--- src/hw/rtl/im2col_address_generator_top_assert.svh ---
// Assertion macros shared by the im2col address generator RTL.
`ifndef IM2COL_ADDRESS_GENERATOR_TOP_ASSERT_SVH
`define IM2COL_ADDRESS_GENERATOR_TOP_ASSERT_SVH

// Whenever ante holds, cons holds in the same cycle.
`define IAG_ASSERT_SAME(label, clk, rst, ante, cons) \
   label: assert property (@(posedge clk) disable iff (rst) (ante) |-> (cons)) \
      else $error("assertion failed in im2col address generator");

// Whenever ante holds, cons holds in the following cycle.
`define IAG_ASSERT_NEXT(label, clk, rst, ante, cons) \
   label: assert property (@(posedge clk) disable iff (rst) (ante) |=> (cons)) \
      else $error("assertion failed in im2col address generator");

`endif

--- src/hw/rtl/iag_pkg.sv ---
// Package with the types and constants of the im2col address generator.
`default_nettype none
package iag_pkg;

   // Sequencer states.
   typedef enum logic [1:0] {
      ST_IDLE,
      ST_SETUP,
      ST_EMIT
   } state_type;

   // Register indexes on the configuration port.
   typedef enum logic [2:0] {
      REG_IN_HEIGHT     = 3'd0,
      REG_IN_WIDTH      = 3'd1,
      REG_CHANNELS      = 3'd2,
      REG_KERNEL_HEIGHT = 3'd3,
      REG_KERNEL_WIDTH  = 3'd4,
      REG_CONV_STRIDE   = 3'd5,
      REG_PADDING       = 3'd6,
      REG_OUT_WIDTH     = 3'd7
   } reg_index_type;

   // Setup steps of the shared multiplier.
   typedef enum logic [3:0] {
      STEP_KSIZE    = 4'd0,
      STEP_YBASE    = 4'd1,
      STEP_XBASE    = 4'd2,
      STEP_ROWCOL   = 4'd3,
      STEP_CHK      = 4'd4,
      STEP_WINDOW   = 4'd5,
      STEP_CHANNEL  = 4'd6,
      STEP_CHH      = 4'd7,
      STEP_ROWBASE  = 4'd8
   } step_type;

   localparam int ADDR_W    = 5;
   localparam int IMG_W     = 30;
   localparam int COL_W     = 36;
   localparam int MUL_A_W   = 30;
   localparam int MUL_B_W   = 18;
   localparam int MUL_P_W   = MUL_A_W + MUL_B_W;
   localparam int POS_W     = 15;   // signed window position, stride*index - padding
   localparam int ROWCOL_W  = 22;
   localparam int CHK_W     = 18;
   localparam int CHH_W     = 21;

endpackage
`default_nettype wire

--- src/hw/rtl/im2col_address_generator_top.sv ---
// Top level of the im2col / col2im address generator.
// An accepted item first runs its setup steps on one shared multiplier, then
// emits one word per cycle through the output register; results are never stalled.
// Busy stays high through setup and emission, and the next start is taken once idle.
// Reset is synchronous: control and configuration registers return to their reset
// values and the block goes idle; the datapath registers are not reset.
`default_nettype none
module im2col_address_generator_top #(
   parameter int MAX_KERNEL = 8
) (
   input  wire logic                        clock,
   input  wire logic                        reset,
   // command channel
   input  wire logic                        start,
   output logic                             busy,
   input  wire logic                        req_command,
   input  wire logic [9:0]                  req_out_row,
   input  wire logic [9:0]                  req_out_col,
   input  wire logic [9:0]                  req_channel,
   // result channel
   output logic                             rsp_valid,
   output logic [iag_pkg::IMG_W-1:0]        rsp_image_address,
   output logic [iag_pkg::COL_W-1:0]        rsp_column_address,
   output logic                             rsp_outside,
   output logic                             rsp_last,
   // configuration port
   input  wire logic                        psel,
   input  wire logic                        penable,
   input  wire logic                        pwrite,
   input  wire logic [iag_pkg::ADDR_W-1:0]  paddr,
   input  wire logic [31:0]                 pwdata,
   output logic [31:0]                      prdata,
   output logic                             pready
);
   import iag_pkg::*;

   // Width of a clamped kernel dimension, of a kernel counter and of the kernel size.
   localparam int KVW = $clog2(MAX_KERNEL + 1);
   localparam int KCW = (MAX_KERNEL > 1) ? $clog2(MAX_KERNEL) : 1;
   localparam int KSW = 2 * KVW;

   // Configuration registers.
   logic [10:0]    in_height_ff, in_width_ff, channels_ff, out_width_ff;
   logic [3:0]     kernel_height_ff, kernel_width_ff, conv_stride_ff;
   logic [2:0]     padding_ff;

   // Sequencer state.
   state_type      state_ff, state_in;
   step_type       step_ff, step_in;

   // Latched item fields. The command does not change any address, so it is
   // only accepted and not stored.
   logic [9:0]     row_ff, row_in, col_ff, col_in, ch_ff, ch_in;

   // Setup results.
   logic [KSW-1:0]       ksize_ff, ksize_in;
   logic [POS_W-1:0]     ybase_ff, ybase_in, xbase_ff, xbase_in;
   logic [ROWCOL_W-1:0]  rowcol_ff, rowcol_in;
   logic [CHK_W-1:0]     chk_ff, chk_in;
   logic [CHH_W-1:0]     chh_ff, chh_in;

   // Walk through the kernel.
   logic [KCW-1:0]       kr_ff, kr_in, kc_ff, kc_in;
   logic [POS_W-1:0]     y_ff, y_in, x_ff, x_in;
   logic [IMG_W-1:0]     rowbase_ff, rowbase_in;
   logic [COL_W-1:0]     cursor_ff, cursor_in;

   // Output register.
   logic                 rsp_valid_ff, rsp_valid_in;
   logic [IMG_W-1:0]     rsp_image_ff, rsp_image_in;
   logic [COL_W-1:0]     rsp_column_ff, rsp_column_in;
   logic                 rsp_outside_ff, rsp_outside_in;
   logic                 rsp_last_ff, rsp_last_in;

   // Shared multiplier.
   logic [MUL_A_W-1:0]   mul_a;
   logic [MUL_B_W-1:0]   mul_b;
   logic [MUL_P_W-1:0]   mul_p;

   logic [KVW-1:0]       kh_eff, kw_eff;
   logic                 accept, cfg_write;
   logic                 row_end, kernel_end, outside_now;
   logic [IMG_W-1:0]     image_now;

   assign pready    = 1'b1;
   assign accept    = start && !busy;
   assign cfg_write = psel && penable && pwrite && pready;
   assign busy      = (state_ff != ST_IDLE);
   assign mul_p     = mul_a * mul_b;

   // Kernel dimensions outside the supported range are clamped: zero acts as one,
   // anything above the largest kernel acts as the largest kernel.
   always_comb begin
      if (kernel_height_ff == 4'd0) begin
         kh_eff = KVW'(1);
      end else if (kernel_height_ff > 4'(MAX_KERNEL)) begin
         kh_eff = KVW'(MAX_KERNEL);
      end else begin
         kh_eff = kernel_height_ff[KVW-1:0];
      end
      if (kernel_width_ff == 4'd0) begin
         kw_eff = KVW'(1);
      end else if (kernel_width_ff > 4'(MAX_KERNEL)) begin
         kw_eff = KVW'(MAX_KERNEL);
      end else begin
         kw_eff = kernel_width_ff[KVW-1:0];
      end
   end

   // Register reads return the stored value zero extended.
   always_comb begin
      unique case (reg_index_type'(paddr[4:2]))
         REG_IN_HEIGHT:     prdata = 32'(in_height_ff);
         REG_IN_WIDTH:      prdata = 32'(in_width_ff);
         REG_CHANNELS:      prdata = 32'(channels_ff);
         REG_KERNEL_HEIGHT: prdata = 32'(kernel_height_ff);
         REG_KERNEL_WIDTH:  prdata = 32'(kernel_width_ff);
         REG_CONV_STRIDE:   prdata = 32'(conv_stride_ff);
         REG_PADDING:       prdata = 32'(padding_ff);
         REG_OUT_WIDTH:     prdata = 32'(out_width_ff);
         default:           prdata = 32'd0;
      endcase
   end

   always_ff @(posedge clock) begin
      if (reset) begin
         in_height_ff     <= 11'd1;
         in_width_ff      <= 11'd1;
         channels_ff      <= 11'd1;
         kernel_height_ff <= 4'd1;
         kernel_width_ff  <= 4'd1;
         conv_stride_ff   <= 4'd1;
         padding_ff       <= 3'd0;
         out_width_ff     <= 11'd1;
      end else if (cfg_write) begin
         unique case (reg_index_type'(paddr[4:2]))
            REG_IN_HEIGHT:     in_height_ff     <= pwdata[10:0];
            REG_IN_WIDTH:      in_width_ff      <= pwdata[10:0];
            REG_CHANNELS:      channels_ff      <= pwdata[10:0];
            REG_KERNEL_HEIGHT: kernel_height_ff <= pwdata[3:0];
            REG_KERNEL_WIDTH:  kernel_width_ff  <= pwdata[3:0];
            REG_CONV_STRIDE:   conv_stride_ff   <= pwdata[3:0];
            REG_PADDING:       padding_ff       <= pwdata[2:0];
            REG_OUT_WIDTH:     out_width_ff     <= pwdata[10:0];
            default:           ;
         endcase
      end
   end

   // Position test and image address of the kernel position being emitted.
   // The row base already holds (channel*H + y)*W modulo the field width, so adding
   // the signed column gives the element offset; wrapping is harmless because the
   // address is only used when the position lies inside the image.
   assign outside_now = y_ff[POS_W-1] || x_ff[POS_W-1]
                     || ($signed(y_ff) >= $signed(POS_W'(in_height_ff)))
                     || ($signed(x_ff) >= $signed(POS_W'(in_width_ff)));
   assign image_now   = rowbase_ff + {{(IMG_W-POS_W){x_ff[POS_W-1]}}, x_ff};
   assign row_end     = (KVW'(kc_ff) == kw_eff - KVW'(1));
   assign kernel_end  = row_end && (KVW'(kr_ff) == kh_eff - KVW'(1));

   // Sequencer: nine setup steps on the shared multiplier, then one position per cycle.
   always_comb begin
      state_in       = state_ff;
      step_in        = step_ff;
      row_in         = row_ff;
      col_in         = col_ff;
      ch_in          = ch_ff;
      ksize_in       = ksize_ff;
      ybase_in       = ybase_ff;
      xbase_in       = xbase_ff;
      rowcol_in      = rowcol_ff;
      chk_in         = chk_ff;
      chh_in         = chh_ff;
      kr_in          = kr_ff;
      kc_in          = kc_ff;
      y_in           = y_ff;
      x_in           = x_ff;
      rowbase_in     = rowbase_ff;
      cursor_in      = cursor_ff;
      rsp_valid_in   = 1'b0;
      rsp_image_in   = rsp_image_ff;
      rsp_column_in  = rsp_column_ff;
      rsp_outside_in = rsp_outside_ff;
      rsp_last_in    = rsp_last_ff;
      mul_a          = '0;
      mul_b          = '0;

      unique case (state_ff)
         ST_IDLE: begin
            if (accept) begin
               row_in   = req_out_row;
               col_in   = req_out_col;
               ch_in    = req_channel;
               step_in  = STEP_KSIZE;
               state_in = ST_SETUP;
            end
         end

         ST_SETUP: begin
            step_in = step_type'(step_ff + 4'd1);
            unique case (step_ff)
               STEP_KSIZE: begin
                  mul_a    = MUL_A_W'(kh_eff);
                  mul_b    = MUL_B_W'(kw_eff);
                  ksize_in = mul_p[KSW-1:0];
               end
               STEP_YBASE: begin
                  mul_a    = MUL_A_W'(row_ff);
                  mul_b    = MUL_B_W'(conv_stride_ff);
                  ybase_in = mul_p[POS_W-1:0] - POS_W'(padding_ff);
               end
               STEP_XBASE: begin
                  mul_a    = MUL_A_W'(col_ff);
                  mul_b    = MUL_B_W'(conv_stride_ff);
                  xbase_in = mul_p[POS_W-1:0] - POS_W'(padding_ff);
               end
               STEP_ROWCOL: begin
                  mul_a     = MUL_A_W'(row_ff);
                  mul_b     = MUL_B_W'(out_width_ff);
                  rowcol_in = mul_p[ROWCOL_W-1:0] + ROWCOL_W'(col_ff);
               end
               STEP_CHK: begin
                  mul_a  = MUL_A_W'(channels_ff);
                  mul_b  = MUL_B_W'(ksize_ff);
                  chk_in = mul_p[CHK_W-1:0];
               end
               STEP_WINDOW: begin
                  mul_a     = MUL_A_W'(rowcol_ff);
                  mul_b     = MUL_B_W'(chk_ff);
                  cursor_in = mul_p[COL_W-1:0];
               end
               STEP_CHANNEL: begin
                  mul_a     = MUL_A_W'(ch_ff);
                  mul_b     = MUL_B_W'(ksize_ff);
                  cursor_in = cursor_ff + mul_p[COL_W-1:0];
               end
               STEP_CHH: begin
                  mul_a  = MUL_A_W'(ch_ff);
                  mul_b  = MUL_B_W'(in_height_ff);
                  chh_in = mul_p[CHH_W-1:0];
               end
               STEP_ROWBASE: begin
                  mul_a      = MUL_A_W'(chh_ff)
                             + {{(MUL_A_W-POS_W){ybase_ff[POS_W-1]}}, ybase_ff};
                  mul_b      = MUL_B_W'(in_width_ff);
                  rowbase_in = mul_p[IMG_W-1:0];
                  y_in       = ybase_ff;
                  x_in       = xbase_ff;
                  kr_in      = '0;
                  kc_in      = '0;
                  step_in    = STEP_KSIZE;
                  state_in   = ST_EMIT;
               end
               default: begin
                  step_in  = STEP_KSIZE;
                  state_in = ST_IDLE;
               end
            endcase
         end

         ST_EMIT: begin
            rsp_valid_in   = 1'b1;
            rsp_image_in   = outside_now ? '0 : image_now;
            rsp_column_in  = cursor_ff;
            rsp_outside_in = outside_now;
            rsp_last_in    = kernel_end;
            cursor_in      = cursor_ff + COL_W'(1);
            if (row_end) begin
               kc_in      = '0;
               kr_in      = kr_ff + KCW'(1);
               x_in       = xbase_ff;
               y_in       = y_ff + POS_W'(1);
               rowbase_in = rowbase_ff + IMG_W'(in_width_ff);
            end else begin
               kc_in = kc_ff + KCW'(1);
               x_in  = x_ff + POS_W'(1);
            end
            if (kernel_end) begin
               kr_in    = '0;
               kc_in    = '0;
               state_in = ST_IDLE;
            end
         end

         default: state_in = ST_IDLE;
      endcase
   end

   // Control state.
   always_ff @(posedge clock) begin
      if (reset) begin
         state_ff     <= ST_IDLE;
         step_ff      <= STEP_KSIZE;
         kr_ff        <= '0;
         kc_ff        <= '0;
         cursor_ff    <= '0;
         rsp_valid_ff <= 1'b0;
      end else begin
         state_ff     <= state_in;
         step_ff      <= step_in;
         kr_ff        <= kr_in;
         kc_ff        <= kc_in;
         cursor_ff    <= cursor_in;
         rsp_valid_ff <= rsp_valid_in;
      end
   end

   // Datapath registers.
   always_ff @(posedge clock) begin
      row_ff         <= row_in;
      col_ff         <= col_in;
      ch_ff          <= ch_in;
      ksize_ff       <= ksize_in;
      ybase_ff       <= ybase_in;
      xbase_ff       <= xbase_in;
      rowcol_ff      <= rowcol_in;
      chk_ff         <= chk_in;
      chh_ff         <= chh_in;
      y_ff           <= y_in;
      x_ff           <= x_in;
      rowbase_ff     <= rowbase_in;
      rsp_image_ff   <= rsp_image_in;
      rsp_column_ff  <= rsp_column_in;
      rsp_outside_ff <= rsp_outside_in;
      rsp_last_ff    <= rsp_last_in;
   end

   assign rsp_valid          = rsp_valid_ff;
   assign rsp_image_address  = rsp_image_ff;
   assign rsp_column_address = rsp_column_ff;
   assign rsp_outside        = rsp_outside_ff;
   assign rsp_last           = rsp_last_ff;

   // A word tagged last always leaves the sequencer idle.
   `include "im2col_address_generator_top_assert.svh"
   `IAG_ASSERT_SAME(a_last_idle, clock, reset, rsp_valid_ff && rsp_last_ff, state_ff == ST_IDLE)
   `IAG_ASSERT_NEXT(a_accept_setup, clock, reset, accept, (state_ff == ST_SETUP) && !rsp_valid_ff)
   `IAG_ASSERT_SAME(a_pad_zero, clock, reset, rsp_valid_ff && rsp_outside_ff, rsp_image_ff == '0)
   `IAG_ASSERT_NEXT(a_word_from_emit, clock, reset, state_ff != ST_EMIT, !rsp_valid_ff)

endmodule
`default_nettype wire
--- config.mk ---
export PLATFORM = sky130hd
export DESIGN_NAME = im2col_address_generator_top
export DESIGN_NICKNAME = d
export VERILOG_FILES = /design/src/hw/rtl/iag_pkg.sv /design/src/hw/rtl/im2col_address_generator_top.sv
export VERILOG_INCLUDE_DIRS = /design/src /design/src/hw/rtl
export SDC_FILE = /design/constraint.sdc
export NUM_CORES = 2
export LEC_CHECK = 0
export BUFFER_PORTS_ARGS = -buffer_cell sky130_fd_sc_hd__buf_2
export CORE_MARGIN = 1
export CORE_UTILIZATION = 55
export DETAILED_ROUTE_END_ITERATION = 10
export PLACE_DENSITY = 0.82
export SETUP_SLACK_MARGIN = 0.1
export SKIP_CTS_REPAIR_TIMING = 1
export SYNTH_ARGS = -nofsm -noshare
export SYNTH_HDL_FRONTEND = slang
export SYNTH_SLANG_ARGS = --single-unit
export TNS_END_PERCENT = 100
--- constraint.sdc ---
create_clock -name clock -period 21.4 [get_ports clock]
set_input_delay 0 -clock clock [delete_from_list [all_inputs] [get_ports clock]]
set_output_delay 0 -clock clock [all_outputs]
set_load 0.05 [all_outputs]
==> results.tsv <==
stage	metric	value	unit
sta	RSZ-0062 raised after global routing	false	
clock_tree	Max clock buf depth	3	
critical_path	slowest library cell on the worst path	nand2_1	
detailed_routing	DRC	0	
critical_path	CP Capture Type	flop	
global_routing	first-pass GRT wire length	161	mm
power	Max rail drop VDD	49.1	uV
worst_hold_path	type of the worst min-delay path	in -> reg	
synthesis	register area share after synthesis	0.281	
sta	max_slew headroom	0.148	
clock_tree	Sinks on Clock Net	365	
critical_path	RR Startpoint	step_ff[0]$_SDFFE_PP0P_	
global_routing	Total GRT Usage	0.324	
critical_path	WP data required	21.84	ns
detailed_routing	Detailed Route Iter0 Violations	3969	
synthesis	Yosys warning count	0	
sta	Final Max Slew Viols	0	
cells_and_area	share of layout cells above drive strength 1	0.0729	
detailed_routing	Final ANT Viol Nets	0	
critical_path	worst reg2reg setup slack	9.62	ns
synthesis	most common cell in the netlist	nand2_1	
floorplanning	initial core utilization	0.557	
placed_design	area post-placement	36700	um2
detailed_routing	Via density	6.07	
worst_hold_path	worst hold start	penable	
worst_hold_path	Hold Crit Depth	5	
floorplanning	core area	63200	um2
floorplanning	io pins	177	
sta	Fmax achieved	84.9	MHz
detailed_routing	wire per inst	21.7	um
synthesis	share of the synthesized area in the top cell type	0.219	
floorplanning	Site Rows	92	
sta	Setup-failing EPs final	0	
global_routing	largest net degree at the start of global routing	191	
synthesis	synth cell count leaders	nand2_1, inv_1, nor2_1	
detailed_routing	Via Count	29300	
critical_path	Reg2Reg Depth	40	
synthesis	prevailing post-synth register cell	edfxtp_1	
floorplanning	die area	65000	um2
cells_and_area	Post-Layout Cell Count	4838	
clock_tree	total CTS buffers	41	
sta	Worst Max-Slew Pin Slew	1.27	ns
sta	fin crit share	0.550	
sta	Final Hold Fails	0	
worst_hold_path	end of the worst hold path	padding_ff[2]$_SDFFE_PP0P_	
cells_and_area	area of the multi-input gates	23000	um2
global_routing	initial antenna violation count	1	
critical_path	CP Class	reg -> reg	
sta	Tmin final	11.78	ns
critical_path	crit-path max cell delay	0.78	ns
critical_path	CP Max Fanout	45	
clock_tree	Root Driver	clkbuf_16	
clock_tree	TritonCTS clock tree	yes	
floorplanning	Die Y	255	um
critical_path	R2R Path End	cursor_ff[35]$_SDFFE_PP0P_	
synthesis	synthesis-stage register bit count	365	
floorplanning	die width	255	um
sta	setup TNS	0	ns
power	power density cells	44.7	nW/um2
clock_tree	clock latency on the worst-skew pair	0.58	ns
placed_design	Port Buffers	130	
synthesis	Cell Area, Synth	35200	um2
synthesis	gate count after technology mapping	3839	
cells_and_area	Fill cells	5127	
detailed_routing	final WL	105	mm
status	status	complete, no violations	
placed_design	GP Congestion	1.01	
sta	skew final	0.0242	ns
cells_and_area	post-route cell area	38500	um2
critical_path	WP data arrival	12.21	ns
cells_and_area	Syn-to-layout area delta	9.33	%
synthesis	leading area contributor after synthesis	edfxtp_1	
cells_and_area	Final Net Count	4632	
synthesis	FFs w/ async S/R, synth	0	
placed_design	dpl cells	4719	
power	Leak	15.6	nW
critical_path	CP dominant cell by count	inv_1	
global_routing	vias in the first global route	28500	
cells_and_area	sequential cell area	9880	um2
placed_design	post-DP HPWL	78.9	mm
synthesis	Mean Syn Cell Area	9.17	um2
clock_tree	Reg clk slew, reported paths	0.06	ns
synthesis	Synth area leaders	edfxtp_1, fa_1, ha_1, dfxtp_1, nand2_1	
critical_path	Startpoint Class	flop	
job	Max-cap violations	0	
synthesis	post-synthesis cell type count	90	
clock_tree	H-tree depth	2	
global_routing	GRT overflow	0	
synthesis	Post-synth EDFFs	257	
detailed_routing	DR pass1 iterations	6	
[sequential cells by signal (all words and copies together), names as in the netlist, 15 cells and up]
signal	count
chk_ff	18
cursor_ff	36
rowcol_ff	22
y_ff	15
x_ff	15
rsp_column_address	36
xbase_ff	15
chh_ff	21
rsp_image_address	30
rowbase_ff	30
ybase_ff	15
[worst max-delay path: cells and delay by family (launching register included)]
family,cells,cell delay [ns]
AO/OA/AOI/OAI,12,2.77
XOR/XNOR,3,0.76
adder cells (fa/ha/maj),9,3.68
buffers and inverters,7,1.00
flip-flops,1,0.43
AND/OR/NAND/NOR,9,2.96
[how the worst max path moves through the flow]
stage,start,end,slack (ns),cells past startpoint
6_report,step_ff[0]$_SDFFE_PP0P_,cursor_ff[35]$_SDFFE_PP0P_,9.62,40
5_1_grt,step_ff[0]$_SDFFE_PP0P_,cursor_ff[35]$_SDFFE_PP0P_,8.84,40
4_1_cts,step_ff[0]$_SDFFE_PP0P_,cursor_ff[34]$_SDFFE_PP0P_,9.86,39
3_5_place_dp,step_ff[0]$_SDFFE_PP0P_,cursor_ff[35]$_SDFFE_PP0P_,9.91,40
3_3_place_gp,step_ff[0]$_SDFFE_PP0P_,cursor_ff[35]$_SDFFE_PP0P_,10.11,40
2_1_floorplan,ybase_ff[0]$_DFFE_PP_,cursor_ff[35]$_SDFFE_PP0P_,11.41,47
[cell families after synthesis]
family,share of synthesized area
buf+inv,0.0706
fa+ha+maj,0.293
compound gates,0.130
other cells,0.000213
xor+xnor,0.0523
mux,0.0130
simple gates,0.161
flops,0.281
[report_power, final]
group	switching (W)	total, W	internal, W
registers	0.0000231	0.000797	0.000774
clock network	0.000310	0.000729	0.000420
logic	0.000125	0.000192	0.0000670
[cell type report]
type                    count  area share
multi-input cells        2861       0.596
flip-flops and latches    365       0.257
inverters                 464      0.0453
repair buffers            226      0.0388
clock buffers              56      0.0303
well taps                 846      0.0275
clock inverters            19     0.00497
diodes                      1   0.0000650
[layout by cell type, fill, tap and decap left out, types with 17 or more instances in the layout]
cell type | synthesis | layout
nor3_1 | 53 | 52
nand3_1 | 73 | 73
fa_1 | 374 | 374
a21o_1 | 48 | 48
nand4_1 | 24 | 24
buf_4 | 22 | 53
o21bai_1 | 31 | 31
and2_1 | 61 | 61
xor2_1 | 78 | 78
nand2_1 | 467 | 467
nand2b_1 | 43 | 43
buf_2 | 4 | 129
inv_1 | 462 | 462
clkbuf_16 | 0 | 43
o21ai_0 | 138 | 138
xnor2_1 | 132 | 132
a21oi_1 | 236 | 236
mux2i_1 | 39 | 39
a211oi_1 | 27 | 27
a31oi_1 | 20 | 20
nor2_1 | 408 | 407
edfxtp_1 | 257 | 257
o22ai_1 | 19 | 19
conb_1 | 2 | 24
a221oi_1 | 17 | 17
dlygate4sd3_1 | 0 | 43
ha_1 | 225 | 223
and3_1 | 43 | 42
a22oi_1 | 34 | 34
nor2b_1 | 30 | 30
o21a_1 | 25 | 25
dfxtp_1 | 108 | 108
[per-stage QoR]
stage               utilization  total power (W)  setup WS (ns)  hold slack [ns]
floorplan                     -         0.000937          11.41           0.0989
global placement          0.581         0.000985          10.11            0.178
detailed placement        0.581         0.000990           9.91            0.179
CTS                       0.602          0.00171           9.86           -0.418
global route              0.609          0.00176           8.84            0.153
finish                    0.609          0.00172           9.62            0.134
[metal layers]
| layer | vias up | global-route usage | wire [um] | part of all wire |
|---|---|---|---|---|
| met5 | - | 0 | 8 | 0.000076 |
| met4 | 2 | 0.191 | 6680 | 0.064 |
| met3 | 406 | 0.0688 | 11500 | 0.11 |
| met2 | 1752 | 0.496 | 47300 | 0.45 |
| met1 | 14100 | 0.425 | 39500 | 0.38 |
| li1 | 13100 | - | - | - |
No activity file was read; power rests on OpenSTA's default activity.
